**src/sv/nms_pkg.sv**
```systemverilog
// Shared constants, configuration codes and types of the neighbour mean smoothing core.
package nms_pkg;

    localparam int DEF_MAX_COLUMNS = 32;
    localparam int DEF_MAX_ROWS    = 1024;
    localparam int DEF_SAMPLE_BITS = 16;

    localparam int CFG_COLS_W  = 6;
    localparam int CFG_ROWS_W  = 11;
    localparam int CFG_DATA_W  = 11;
    localparam int CFG_INDEX_W = 1;

    localparam logic [CFG_INDEX_W-1:0] REG_FRAME_COLUMNS = 1'd0;
    localparam logic [CFG_INDEX_W-1:0] REG_FRAME_ROWS    = 1'd1;

    localparam logic [CFG_COLS_W-1:0] FRAME_COLUMNS_RESET = 6'd10;
    localparam logic [CFG_ROWS_W-1:0] FRAME_ROWS_RESET    = 11'd10;

    // Row and column offsets of the eight neighbours of a window centre.
    localparam logic signed [1:0] NB_DR [8] = '{-2'sd1, -2'sd1, -2'sd1, 2'sd0,
                                                2'sd0, 2'sd1, 2'sd1, 2'sd1};
    localparam logic signed [1:0] NB_DC [8] = '{-2'sd1, 2'sd0, 2'sd1, -2'sd1,
                                                2'sd1, -2'sd1, 2'sd0, 2'sd1};

    typedef enum logic [3:0] {
        ST_IDLE,
        ST_PREP,
        ST_DIV_POS,
        ST_DIV_SLOT,
        ST_NEXT_RES,
        ST_ISSUE,
        ST_DRAIN,
        ST_DIV_START,
        ST_DIV_MEAN,
        ST_OUT,
        ST_FINISH
    } nms_state_t;

    // Which element a result belongs to, relative to the current input (row, column).
    typedef enum logic [1:0] {
        KIND_UP_LEFT,
        KIND_UP,
        KIND_LEFT,
        KIND_SELF
    } res_kind_t;

endpackage

```
**src/sv/neighbour_mean_smoothing_core.sv**
```systemverilog
// Top level of the neighbour mean smoothing core: 3x3 mean, centre excluded, raster stream.
//
//  channel | direction | handshake          | payload
//  s_      | in        | s_valid / s_ready  | s_pixel_value
//  m_      | out       | m_valid / m_ready  | m_neighbour_mean, m_frame_done
//  cfg_    | in        | cfg_we             | cfg_index, cfg_wdata
//
// One element at a time: per result, 8 window reads from the sample RAM, then the shared
// bit-serial divider.
// The first element after a mid-frame size change adds one divider pass to recover
// row and column, plus the ST_DIV_SLOT state for the RAM slot. Reset needs no clearing pass.
// A stalled result holds the sequencer in its output state; the last result of an
// element may wait in the output register while the next element is taken.
module neighbour_mean_smoothing_core
    import nms_pkg::*;
#(
    parameter int MAX_COLUMNS = DEF_MAX_COLUMNS,
    parameter int MAX_ROWS    = DEF_MAX_ROWS,
    parameter int SAMPLE_BITS = DEF_SAMPLE_BITS
) (
    input  logic                   aclk,
    input  logic                   aresetn,
    input  logic                   s_valid,
    output logic                   s_ready,
    input  logic [SAMPLE_BITS-1:0] s_pixel_value,
    output logic                   m_valid,
    input  logic                   m_ready,
    output logic [SAMPLE_BITS-1:0] m_neighbour_mean,
    output logic                   m_frame_done,
    input  logic                   cfg_we,
    input  logic [CFG_INDEX_W-1:0] cfg_index,
    input  logic [CFG_DATA_W-1:0]  cfg_wdata
);

    localparam int CIDX_W  = (MAX_COLUMNS > 1) ? $clog2(MAX_COLUMNS) : 1;
    localparam int COL_W   = $clog2(MAX_COLUMNS + 1);
    localparam int RIDX_W  = (MAX_ROWS > 1) ? $clog2(MAX_ROWS) : 1;
    localparam int ROW_W   = $clog2(MAX_ROWS + 1);
    localparam int TOT_W   = $clog2(MAX_COLUMNS * MAX_ROWS + 1);
    localparam int POS_W   = (MAX_COLUMNS * MAX_ROWS > 1) ?
                             $clog2(MAX_COLUMNS * MAX_ROWS) : 1;
    localparam int DEPTH   = 2 * MAX_COLUMNS + 2;
    localparam int ADDR_W  = $clog2(DEPTH);
    localparam int D_W     = $clog2(DEPTH + 1);
    localparam int EW      = D_W + 1;
    localparam int SUM_W   = SAMPLE_BITS + 3;
    localparam int DW      = (SUM_W > POS_W) ? SUM_W : POS_W;
    localparam int VW0     = (D_W > COL_W) ? D_W : COL_W;
    localparam int VW      = (VW0 > 4) ? VW0 : 4;
    localparam int SLOT_K  = POS_W + ADDR_W;
    localparam int MUL_W   = 2 * POS_W + 2;
    localparam int SLOT_W  = POS_W + ADDR_W;
    // ceil(2^SLOT_K / DEPTH): exact quotient by DEPTH for every position
    localparam logic [MUL_W-1:0] SLOT_RECIP =
        MUL_W'(((64'd1 << SLOT_K) + 64'(DEPTH) - 64'd1) / 64'(DEPTH));

    nms_state_t state_reg, state_next;

    logic [CFG_COLS_W-1:0]  frame_columns_reg, frame_columns_next;
    logic [CFG_ROWS_W-1:0]  frame_rows_reg, frame_rows_next;
    logic [POS_W-1:0]       arrived_reg, arrived_next;
    logic [RIDX_W-1:0]      row_reg, row_next;
    logic [CIDX_W-1:0]      col_reg, col_next;
    logic [ADDR_W-1:0]      slot_reg, slot_next;
    logic [POS_W-1:0]       slot_quo_reg, slot_quo_next;
    logic                   track_ok_reg, track_ok_next;
    logic                   last_reg, last_next;
    logic [SAMPLE_BITS-1:0] pix_reg, pix_next;
    res_kind_t              kind_reg, kind_next;
    logic [2:0]             nb_reg, nb_next;
    logic                   pipe_valid_reg, pipe_valid_next;
    logic                   pipe_pix_reg, pipe_pix_next;
    logic signed [SUM_W-1:0] sum_reg, sum_next;
    logic [3:0]             count_reg, count_next;
    logic                   neg_reg, neg_next;
    logic                   m_valid_reg, m_valid_next;
    logic [SAMPLE_BITS-1:0] m_mean_reg, m_mean_next;
    logic                   m_done_reg, m_done_next;

    logic [COL_W-1:0]       cols;
    logic [ROW_W-1:0]       rows;
    logic [TOT_W-1:0]       total;
    logic                   last_pos;
    logic [POS_W-1:0]       pos_sat;
    logic [MUL_W-1:0]       slot_prod;
    logic [SLOT_W-1:0]      slot_fold;
    logic                   i_ge1, j_ge1, last_row, last_col;
    logic                   kind_has;
    logic                   ri, cj;
    logic signed [1:0]      dr, dc;
    logic                   row_ok, col_ok, nb_exists;
    logic [2:0]             rd_e;
    logic [EW-1:0]          rowpart, d_e, slot_e, addr_e;
    logic                   use_pix;
    logic signed [SAMPLE_BITS-1:0] sample;
    logic [SUM_W-1:0]       sum_mag;
    logic [SAMPLE_BITS-1:0] q_s, mean_val;
    logic                   out_free;

    logic                   ram_wr_en, ram_rd_en;
    logic [ADDR_W-1:0]      ram_rd_addr;
    logic [SAMPLE_BITS-1:0] ram_rd_data;

    logic                   div_start, div_done;
    logic [DW-1:0]          div_dividend, div_quot;
    logic [VW-1:0]          div_divisor, div_rem;

    // Frame geometry
    always_comb begin
        if (frame_columns_reg == '0) begin
            cols = COL_W'(1);
        end else if (frame_columns_reg > CFG_COLS_W'(MAX_COLUMNS)) begin
            cols = COL_W'(MAX_COLUMNS);
        end else begin
            cols = COL_W'(frame_columns_reg);
        end
        if (frame_rows_reg == '0) begin
            rows = ROW_W'(1);
        end else if (frame_rows_reg > CFG_ROWS_W'(MAX_ROWS)) begin
            rows = ROW_W'(MAX_ROWS);
        end else begin
            rows = ROW_W'(frame_rows_reg);
        end
        total    = TOT_W'(cols) * TOT_W'(rows);
        last_pos = TOT_W'(arrived_reg) >= total - TOT_W'(1);
        pos_sat  = last_pos ? POS_W'(total - TOT_W'(1)) : arrived_reg;
        i_ge1    = row_reg != '0;
        j_ge1    = col_reg != '0;
        last_row = ROW_W'(row_reg) == rows - ROW_W'(1);
        last_col = COL_W'(col_reg) == cols - COL_W'(1);

        // RAM slot of the current position: position modulo DEPTH
        slot_prod     = MUL_W'(arrived_reg) * SLOT_RECIP;
        slot_quo_next = POS_W'(slot_prod >> SLOT_K);
        slot_fold     = SLOT_W'(arrived_reg) - SLOT_W'(slot_quo_reg) * SLOT_W'(DEPTH);
    end

    // Result selection and neighbour address
    always_comb begin
        case (kind_reg)
            KIND_UP_LEFT: kind_has = i_ge1 && j_ge1;
            KIND_UP:      kind_has = i_ge1 && last_col;
            KIND_LEFT:    kind_has = last_row && j_ge1;
            KIND_SELF:    kind_has = last_row && last_col;
            default:      kind_has = 1'b0;
        endcase
        ri = (kind_reg == KIND_UP_LEFT) || (kind_reg == KIND_UP);
        cj = (kind_reg == KIND_UP_LEFT) || (kind_reg == KIND_LEFT);
        dr = NB_DR[nb_reg];
        dc = NB_DC[nb_reg];

        if (dr < 0) begin
            row_ok = ri ? (row_reg > RIDX_W'(1)) : i_ge1;
        end else if (dr > 0) begin
            row_ok = ri || !last_row;
        end else begin
            row_ok = 1'b1;
        end
        if (dc < 0) begin
            col_ok = cj ? (col_reg > CIDX_W'(1)) : j_ge1;
        end else if (dc > 0) begin
            col_ok = cj || !last_col;
        end else begin
            col_ok = 1'b1;
        end
        nb_exists = row_ok && col_ok;

        rd_e = {2'b00, ri} - {dr[1], dr};
        case (rd_e)
            3'd1:    rowpart = EW'(cols);
            3'd2:    rowpart = EW'({cols, 1'b0});
            default: rowpart = '0;
        endcase
        d_e     = rowpart + EW'(cj) - {{(EW - 2){dc[1]}}, dc};
        use_pix = d_e == '0;
        slot_e  = EW'(slot_reg);
        if (slot_e >= d_e) begin
            addr_e = slot_e - d_e;
        end else begin
            addr_e = slot_e + EW'(DEPTH) - d_e;
        end
    end

    // Accumulation and mean
    always_comb begin
        sample   = pipe_pix_reg ? $signed(pix_reg) : $signed(ram_rd_data);
        sum_mag  = sum_reg[SUM_W-1] ? $unsigned(-sum_reg) : $unsigned(sum_reg);
        q_s      = div_quot[SAMPLE_BITS-1:0];
        if (count_reg == '0) begin
            mean_val = '0;
        end else if (neg_reg) begin
            mean_val = -q_s;
        end else begin
            mean_val = q_s;
        end
        out_free = !m_valid_reg || m_ready;
    end

    // Next state
    always_comb begin
        state_next = state_reg;
        case (state_reg)
            ST_IDLE: begin
                if (s_valid) begin
                    state_next = ST_PREP;
                end
            end
            ST_PREP: begin
                state_next = track_ok_reg ? ST_NEXT_RES : ST_DIV_POS;
            end
            ST_DIV_POS: begin
                if (div_done) begin
                    state_next = ST_DIV_SLOT;
                end
            end
            ST_DIV_SLOT: begin
                state_next = ST_NEXT_RES;
            end
            ST_NEXT_RES: begin
                if (kind_has) begin
                    state_next = ST_ISSUE;
                end else if (kind_reg == KIND_SELF) begin
                    state_next = ST_FINISH;
                end
            end
            ST_ISSUE: begin
                if (nb_reg == 3'd7) begin
                    state_next = ST_DRAIN;
                end
            end
            ST_DRAIN: begin
                state_next = ST_DIV_START;
            end
            ST_DIV_START: begin
                state_next = (count_reg == '0) ? ST_OUT : ST_DIV_MEAN;
            end
            ST_DIV_MEAN: begin
                if (div_done) begin
                    state_next = ST_OUT;
                end
            end
            ST_OUT: begin
                if (out_free) begin
                    state_next = (kind_reg == KIND_SELF) ? ST_FINISH : ST_NEXT_RES;
                end
            end
            ST_FINISH: begin
                state_next = ST_IDLE;
            end
            default: begin
                state_next = ST_IDLE;
            end
        endcase
    end

    // Outputs to ports, sample RAM and divider
    always_comb begin
        s_ready      = state_reg == ST_IDLE;
        ram_rd_en    = state_reg == ST_ISSUE;
        ram_rd_addr  = addr_e[ADDR_W-1:0];
        ram_wr_en    = state_reg == ST_FINISH;
        div_start    = 1'b0;
        div_dividend = DW'(sum_mag);
        div_divisor  = VW'(count_reg);
        case (state_reg)
            ST_PREP: begin
                div_start    = !track_ok_reg;
                div_dividend = DW'(pos_sat);
                div_divisor  = VW'(cols);
            end
            ST_DIV_POS: begin
                div_divisor  = VW'(cols);
            end
            ST_DIV_START: begin
                div_start = count_reg != '0;
            end
            default: begin
                div_start = 1'b0;
            end
        endcase
    end

    // Datapath and counters
    always_comb begin
        frame_columns_next = frame_columns_reg;
        frame_rows_next    = frame_rows_reg;
        arrived_next       = arrived_reg;
        row_next           = row_reg;
        col_next           = col_reg;
        slot_next          = slot_reg;
        track_ok_next      = track_ok_reg;
        last_next          = last_reg;
        pix_next           = pix_reg;
        kind_next          = kind_reg;
        nb_next            = nb_reg;
        pipe_valid_next    = 1'b0;
        pipe_pix_next      = use_pix;
        sum_next           = sum_reg;
        count_next         = count_reg;
        neg_next           = neg_reg;
        m_valid_next       = m_valid_reg && !m_ready;
        m_mean_next        = m_mean_reg;
        m_done_next        = m_done_reg;

        if (pipe_valid_reg) begin
            sum_next   = sum_reg + SUM_W'(sample);
            count_next = count_reg + 4'd1;
        end

        case (state_reg)
            ST_IDLE: begin
                if (s_valid) begin
                    pix_next = s_pixel_value;
                end
            end
            ST_PREP: begin
                last_next = last_pos;
                kind_next = KIND_UP_LEFT;
                if (!track_ok_reg) begin
                    arrived_next = pos_sat;
                end
            end
            ST_DIV_POS: begin
                if (div_done) begin
                    row_next = div_quot[RIDX_W-1:0];
                    col_next = div_rem[CIDX_W-1:0];
                end
            end
            ST_DIV_SLOT: begin
                slot_next = slot_fold[ADDR_W-1:0];
            end
            ST_NEXT_RES: begin
                if (kind_has) begin
                    nb_next    = 3'd0;
                    sum_next   = '0;
                    count_next = '0;
                end else if (kind_reg != KIND_SELF) begin
                    kind_next = res_kind_t'(kind_reg + 2'd1);
                end
            end
            ST_ISSUE: begin
                pipe_valid_next = nb_exists;
                nb_next         = nb_reg + 3'd1;
            end
            ST_DIV_START: begin
                neg_next = sum_reg[SUM_W-1];
            end
            ST_OUT: begin
                if (out_free) begin
                    m_valid_next = 1'b1;
                    m_mean_next  = mean_val;
                    m_done_next  = kind_reg == KIND_SELF;
                    if (kind_reg != KIND_SELF) begin
                        kind_next = res_kind_t'(kind_reg + 2'd1);
                    end
                end
            end
            ST_FINISH: begin
                track_ok_next = 1'b1;
                if (last_reg) begin
                    arrived_next = '0;
                    row_next     = '0;
                    col_next     = '0;
                    slot_next    = '0;
                end else begin
                    arrived_next = arrived_reg + POS_W'(1);
                    if (last_col) begin
                        col_next = '0;
                        row_next = row_reg + RIDX_W'(1);
                    end else begin
                        col_next = col_reg + CIDX_W'(1);
                    end
                    if (slot_reg == ADDR_W'(DEPTH - 1)) begin
                        slot_next = '0;
                    end else begin
                        slot_next = slot_reg + ADDR_W'(1);
                    end
                end
            end
            default: begin
                nb_next = nb_reg;
            end
        endcase

        if (cfg_we) begin
            // a size change mid-frame invalidates the running row/column/slot counters
            track_ok_next = track_ok_reg && (arrived_reg == '0);
            case (cfg_index)
                REG_FRAME_COLUMNS: frame_columns_next = cfg_wdata[CFG_COLS_W-1:0];
                REG_FRAME_ROWS:    frame_rows_next    = cfg_wdata[CFG_ROWS_W-1:0];
                default:           frame_rows_next    = frame_rows_reg;
            endcase
        end
    end

    always_ff @(posedge aclk) begin
        if (!aresetn) begin
            state_reg         <= ST_IDLE;
            frame_columns_reg <= FRAME_COLUMNS_RESET;
            frame_rows_reg    <= FRAME_ROWS_RESET;
            arrived_reg       <= '0;
            row_reg           <= '0;
            col_reg           <= '0;
            slot_reg          <= '0;
            track_ok_reg      <= 1'b1;
            last_reg          <= 1'b0;
            kind_reg          <= KIND_UP_LEFT;
            nb_reg            <= '0;
            pipe_valid_reg    <= 1'b0;
            m_valid_reg       <= 1'b0;
        end else begin
            state_reg         <= state_next;
            frame_columns_reg <= frame_columns_next;
            frame_rows_reg    <= frame_rows_next;
            arrived_reg       <= arrived_next;
            row_reg           <= row_next;
            col_reg           <= col_next;
            slot_reg          <= slot_next;
            track_ok_reg      <= track_ok_next;
            last_reg          <= last_next;
            kind_reg          <= kind_next;
            nb_reg            <= nb_next;
            pipe_valid_reg    <= pipe_valid_next;
            m_valid_reg       <= m_valid_next;
        end
        slot_quo_reg <= slot_quo_next;
        pix_reg      <= pix_next;
        pipe_pix_reg <= pipe_pix_next;
        sum_reg      <= sum_next;
        count_reg    <= count_next;
        neg_reg      <= neg_next;
        m_mean_reg   <= m_mean_next;
        m_done_reg   <= m_done_next;
    end

    nms_ram #(
        .WIDTH (SAMPLE_BITS),
        .DEPTH (DEPTH)
    ) u_window_ram (
        .aclk    (aclk),
        .wr_en   (ram_wr_en),
        .wr_addr (slot_reg),
        .wr_data (pix_reg),
        .rd_en   (ram_rd_en),
        .rd_addr (ram_rd_addr),
        .rd_data (ram_rd_data)
    );

    nms_divider #(
        .DIVIDEND_W (DW),
        .DIVISOR_W  (VW)
    ) u_divider (
        .aclk      (aclk),
        .aresetn   (aresetn),
        .start     (div_start),
        .dividend  (div_dividend),
        .divisor   (div_divisor),
        .done      (div_done),
        .quotient  (div_quot),
        .remainder (div_rem)
    );

    assign m_valid          = m_valid_reg;
    assign m_neighbour_mean = m_mean_reg;
    assign m_frame_done     = m_done_reg;

endmodule

```
**src/sv/nms_ram.sv**
```systemverilog
// Generic simple dual-port RAM with one write port and a registered read port.
module nms_ram #(
    parameter int WIDTH = 16,
    parameter int DEPTH = 66,
    localparam int ADDR_W = (DEPTH > 1) ? $clog2(DEPTH) : 1
) (
    input  logic              aclk,
    input  logic              wr_en,
    input  logic [ADDR_W-1:0] wr_addr,
    input  logic [WIDTH-1:0]  wr_data,
    input  logic              rd_en,
    input  logic [ADDR_W-1:0] rd_addr,
    output logic [WIDTH-1:0]  rd_data
);

    logic [WIDTH-1:0] mem [DEPTH];

    always_ff @(posedge aclk) begin
        if (wr_en) begin
            mem[wr_addr] <= wr_data;
        end
        if (rd_en) begin
            rd_data <= mem[rd_addr];
        end
    end

endmodule

```
**src/sv/nms_divider.sv**
```systemverilog
// Unsigned restoring divider, one quotient bit per cycle.
module nms_divider #(
    parameter int DIVIDEND_W = 19,
    parameter int DIVISOR_W  = 8
) (
    input  logic                  aclk,
    input  logic                  aresetn,
    input  logic                  start,
    input  logic [DIVIDEND_W-1:0] dividend,
    input  logic [DIVISOR_W-1:0]  divisor,
    output logic                  done,
    output logic [DIVIDEND_W-1:0] quotient,
    output logic [DIVISOR_W-1:0]  remainder
);

    localparam int CNT_W = $clog2(DIVIDEND_W + 1);

    logic                  busy_reg, busy_next;
    logic                  done_reg, done_next;
    logic [CNT_W-1:0]      cnt_reg, cnt_next;
    logic [DIVIDEND_W-1:0] quo_reg, quo_next;
    logic [DIVISOR_W-1:0]  rem_reg, rem_next;
    logic [DIVISOR_W:0]    shifted;
    logic                  fits;

    always_comb begin
        shifted   = {rem_reg, quo_reg[DIVIDEND_W-1]};
        fits      = shifted >= {1'b0, divisor};
        busy_next = busy_reg;
        done_next = 1'b0;
        cnt_next  = cnt_reg;
        quo_next  = quo_reg;
        rem_next  = rem_reg;
        if (start && !busy_reg) begin
            busy_next = 1'b1;
            cnt_next  = CNT_W'(DIVIDEND_W);
            quo_next  = dividend;
            rem_next  = '0;
        end else if (busy_reg) begin
            if (fits) begin
                rem_next = DIVISOR_W'(shifted - {1'b0, divisor});
            end else begin
                rem_next = shifted[DIVISOR_W-1:0];
            end
            quo_next = {quo_reg[DIVIDEND_W-2:0], fits};
            cnt_next = cnt_reg - CNT_W'(1);
            if (cnt_reg == CNT_W'(1)) begin
                busy_next = 1'b0;
                done_next = 1'b1;
            end
        end
    end

    always_ff @(posedge aclk) begin
        if (!aresetn) begin
            busy_reg <= 1'b0;
            done_reg <= 1'b0;
            cnt_reg  <= '0;
        end else begin
            busy_reg <= busy_next;
            done_reg <= done_next;
            cnt_reg  <= cnt_next;
        end
        quo_reg <= quo_next;
        rem_reg <= rem_next;
    end

    assign done      = done_reg;
    assign quotient  = quo_reg;
    assign remainder = rem_reg;

endmodule
```
**config.mk**
```make
export PLATFORM = sky130hd
export DESIGN_NAME = neighbour_mean_smoothing_core
export DESIGN_NICKNAME = d
export VERILOG_FILES = /design/src/sv/nms_pkg.sv /design/src/sv/neighbour_mean_smoothing_core.sv /design/src/sv/nms_ram.sv /design/src/sv/nms_divider.sv
export SDC_FILE = /design/constraint.sdc
export NUM_CORES = 2
export LEC_CHECK = 0
export ABC_AREA = 1
export BUFFER_PORTS_ARGS = -buffer_cell sky130_fd_sc_hd__buf_2
export CORE_MARGIN = 10
export CORE_UTILIZATION = 35
export CTS_BUF_LIST = sky130_fd_sc_hd__clkbuf_16
export DETAILED_ROUTE_END_ITERATION = 10
export PLACE_DENSITY = 0.6
export SYNTH_ARGS = -nofsm -noshare
export SYNTH_HDL_FRONTEND = slang
export SYNTH_SLANG_ARGS = --single-unit
```
**constraint.sdc**
```tcl
create_clock -name aclk -period 10.85 [get_ports aclk]
set_input_delay 2.17 -clock aclk [delete_from_list [all_inputs] [get_ports aclk]]
set_output_delay 2.17 -clock aclk [all_outputs]
set_load 0.005 [all_outputs]
```
==> metrics list <==
- Clock-pin slew on the worst setup and hold paths: 60 ps
* TritonCTS Buffers: approximately 130
- The endpoint identified for the worst register-to-register timing path is u_window_ram.rd_data[8].
* Pre-Repair DR Iteration Count: 5
- Min Clock Period, post-route: about 7500 ps
- Post-synthesis cell area: between 0.06 and 0.07 mm2
* Total via count after detailed routing: roughly 40,000
- In the final layout, flip-flops and latches occupy between 0.03 and 0.04 mm2.
- Setup repair after global routing left no endpoint under its margin.
* Outcome: completed
- Cell chosen for the clock root: sky130_fd_sc_hd__clkbuf_16
- Global-route wire length before repair: between 200 and 300 mm
* Setup slack of the most critical reg-to-reg path: between 3000 and 4000 ps
* Category of the worst setup path launch point: flip-flop
- Initial core utilization: about a third
* Cell count after placement: 7,534
* Max Transition Viols Final: 0
- The critical path is of the reg -> reg type.
* DRC violation count after routing: 0
* Cells after Synth: 5,266
- Layout overhead on the synthesized area: 12.1%
- From bottom edge to top edge, the die measures around 440 um.
* Setup_tns: 0 ps
* Flip-flop and latch count after synthesis: 1,236
* Final-report hold violation count: 0
* Max-cap violation count: 0
* Number of inserted filler cells in the final layout: 16,700
* Hold/Removal Path Class: reg -> reg
- Amount of wire on met3 after detailed routing: between 10 and 15 mm
* Boundary pin count: 52
* Setup violation total in the final timing report: 0
* Top achievable clock speed: around 0.13 GHz
- Final weighted congestion of routability-driven global placement: ~0.90
* Max reg flops: between 1,000 and 1,500
- The H-tree generated during clock tree synthesis spans 4 levels.
- Critical path capture point type: flip-flop
- A synthesized cell averages approximately 12 um2.
* Maximum count of clock buffers along a single path: 3
- The top cell type by area accounts for approximately 55% of the synthesized area.
- Sequential element share of the synthesized area: 58.9%
- Distinct cell type count after synthesis: 67
* Largest net degree at the start of global routing: about 130
* PostCTS Resize Cnt: 0
- Total global routing track utilization: about 17%
- Timing analysis after detailed placement gives a worst setup slack of between 3000 and 4000 ps.
- The detailed router put a total of 74.8 mm of wire on met1.
- Worst-case setup margin in the final layout: 3330 ps
- Data on the critical path is required at its endpoint by around 12,000 ps.
* Cell at the slowest stage of the critical path: sky130_fd_sc_hd__buf_4
* Synth Net Count: 5,654
- Number of buffers inserted by hold repair at cts: 0
* Critical Path Fanout Max: 72
* Part of the cycle the worst path needs: 69.3%
- After synthesis, the share of flip-flops with an asynchronous set or reset is 0%.
* Core Footprint: roughly 0.17 mm2
- After detailed routing, the average wire length per cell comes to around 22 um.
* Endpoint of the most critical setup path: u_window_ram.rd_data[8]
* Clock Skews: 59.1 ps
* Rel. slew slack: between 15 and 20%
- Area of the multi-input gates: ~0.023 mm2
- Width of the chip: between 400 and 500 um
- Insertion delay to the later sink of the worst-skew pair: approximately 800 ps
* Top post-synthesis cells by area: sky130_fd_sc_hd__edfxtp_1 55%, sky130_fd_sc_hd__mux2i_1 8.4%, sky130_fd_sc_hd__nand2_1 5.6%
- Remaining Overflow, GRT: 0
* Total of warnings raised by yosys: 0
- Number of standard cells in the layout, taps in and fillers out: 7,778
* CTS Sinks: 1,236
- Leading register cell type out of synthesis: sky130_fd_sc_hd__edfxtp_1
* Highest Signal Layer: met4
* Drt first-iter violations: 4,460
- Number of flops mapped to enable cells by yosys: approximately 1,100
- The via count of the first global-routing pass is between 30,000 and 40,000.
* IO buf count: roughly 50
* DRT Wirelength: 172 mm
- Worst endpoint data arrival time: slightly above 8000 ps
* Die Area: around 0.19 mm2
* # Post-CTS Setup Buffers: 0
- Via-to-Cell Ratio: 5.25
* Critical path origin: nb_reg[1]
* Antenna violations before repair: 2
- List of most frequent post-synthesis cells: 1,125 x sky130_fd_sc_hd__edfxtp_1, 907 x sky130_fd_sc_hd__nand2_1, 608 x sky130_fd_sc_hd__nand3_1
- Metal2 WL: 80.0 mm
* Share of post-route cells with drive strength above 1: between 7 and 8%
* Number of placement rows: ~150
- On the worst path, the slowest cell contributes a delay of 870 ps.
- Library cell with the highest instance count after synthesis: sky130_fd_sc_hd__edfxtp_1
* Net count, final: 5,732
* Actual slew at the worst max-slew pin: ~1300 ps
- FF-to-FF path depth: 30
* Remaining antenna violation count: 0
* Most area-hungry cell type in the Yosys netlist: sky130_fd_sc_hd__edfxtp_1
* Start of the worst register-to-register path: nb_reg[1]
* TritonCTS clock tree: done
- Detail Placement HPWL: roughly 110 mm
placed cells by master, fill, tap and decap left out, types with 6 or more instances in the layout:
cell / n
sky130_fd_sc_hd__edfxtp_1: 1125
sky130_fd_sc_hd__nand2_1: 907
sky130_fd_sc_hd__nand3_1: 608
sky130_fd_sc_hd__mux2i_1: 513
sky130_fd_sc_hd__inv_1: 469
sky130_fd_sc_hd__nor2_1: 279
sky130_fd_sc_hd__ha_1: 234
sky130_fd_sc_hd__a21oi_1: 169
sky130_fd_sc_hd__o21ai_0: 140
sky130_fd_sc_hd__clkbuf_16: 134
sky130_fd_sc_hd__fa_1: 120
sky130_fd_sc_hd__dfxtp_1: 111
sky130_fd_sc_hd__buf_4: 110
sky130_fd_sc_hd__xor2_1: 64
sky130_fd_sc_hd__buf_2: 51
sky130_fd_sc_hd__nor3_1: 38
sky130_fd_sc_hd__clkinv_1: 36
sky130_fd_sc_hd__nand4_1: 35
sky130_fd_sc_hd__xnor2_1: 23
sky130_fd_sc_hd__o211ai_1: 21
sky130_fd_sc_hd__a211oi_1: 20
sky130_fd_sc_hd__a31oi_1: 16
sky130_fd_sc_hd__mux2_2: 16
sky130_fd_sc_hd__o22ai_1: 15
sky130_fd_sc_hd__nor2_2: 12
sky130_fd_sc_hd__o21bai_1: 12
sky130_fd_sc_hd__a221oi_1: 11
sky130_fd_sc_hd__clkinv_2: 11
sky130_fd_sc_hd__nor4_1: 10
sky130_fd_sc_hd__bufinv_16: 8
sky130_fd_sc_hd__or2_2: 7
sky130_fd_sc_hd__a22oi_1: 7
sky130_fd_sc_hd__clkinvlp_4: 7
sky130_fd_sc_hd__diode_2: 6
sky130_fd_sc_hd__inv_2: 6
sky130_fd_sc_hd__nand2_2: 6
sky130_fd_sc_hd__o21ai_1: 6
sky130_fd_sc_hd__o31ai_1: 6
sky130_fd_sc_hd__clkinv_16: 6
layout make-up:
class | instances | area share [%]
flip-flops and latches | 1236 | 52.5
clock buffers | 134 | 4.89
inverters | 450 | 2.47
repair buffers | 166 | 1.72
multi-input cells | 3357 | 32.8
well taps | 2325 | 4.24
clock inverters | 104 | 1.31
diodes | 6 | 0.0219
metrics by stage:
step,cell area (um2),hold slack (ps),utilization (%)
after floorplan,61200,444,-
after global placement,64300,462,37.0
after detailed placement,64300,471,37.0
after CTS,68500,490,39.4
after global routing,68500,523,39.4
final,68600,491,39.4
worst min path at each step:
| stage | end | cells past startpoint | start | slack (ps) |
|---|---|---|---|---|
| 4_1_cts | u_divider.cnt_reg[1] | 2 | u_divider.cnt_reg[1] | 490 |
| 3_3_place_gp | u_divider.remainder[6] | 2 | u_divider.remainder[6] | 460 |
| 5_1_grt | u_divider.cnt_reg[1] | 2 | u_divider.cnt_reg[1] | 520 |
| 6_report | u_divider.cnt_reg[1] | 2 | u_divider.cnt_reg[1] | 490 |
| 3_5_place_dp | u_divider.cnt_reg[1] | 2 | u_divider.cnt_reg[1] | 470 |
| 2_1_floorplan | frame_rows_reg[0] | 2 | frame_rows_reg[0] | 440 |
worst max-delay path: cells and delay by family (launching register included):
kind                     cells  cell delay [ps]
XOR/XNOR                     1              220
adder cells (fa/ha/maj)      7             2120
AND/OR/NAND/NOR             11             1870
buffers and inverters        5             1740
flip-flops                   1              390
AO/OA/AOI/OAI                6              930
cell families (layout without fill, tap and decap cells):
family                     Yosys count  after routing  share of synthesized area, %
AOI/OAI and AO/OA                  463            463                          4.45
xor gates and xnor gates            87             87                          1.25
adders and majority gates          355            355                          8.74
buffers and inverters              673            854                          4.47
DFF                               1236           1236                          58.9
muxes                              529            529                          8.69
other                                0              6                             0
and+or+nand+nor                   1923           1923                          13.5
layer usage:
layer  GRT usage, %  up-vias
met5              0        -
met4           5.36        0
met3           2.83      274
met2           27.9     1525
met1           23.9    20300
li1               -    18700
Power is left out: the tool's default activity adds up to more than one toggle a clock period on the data nets, which glitch-free logic cannot reach.
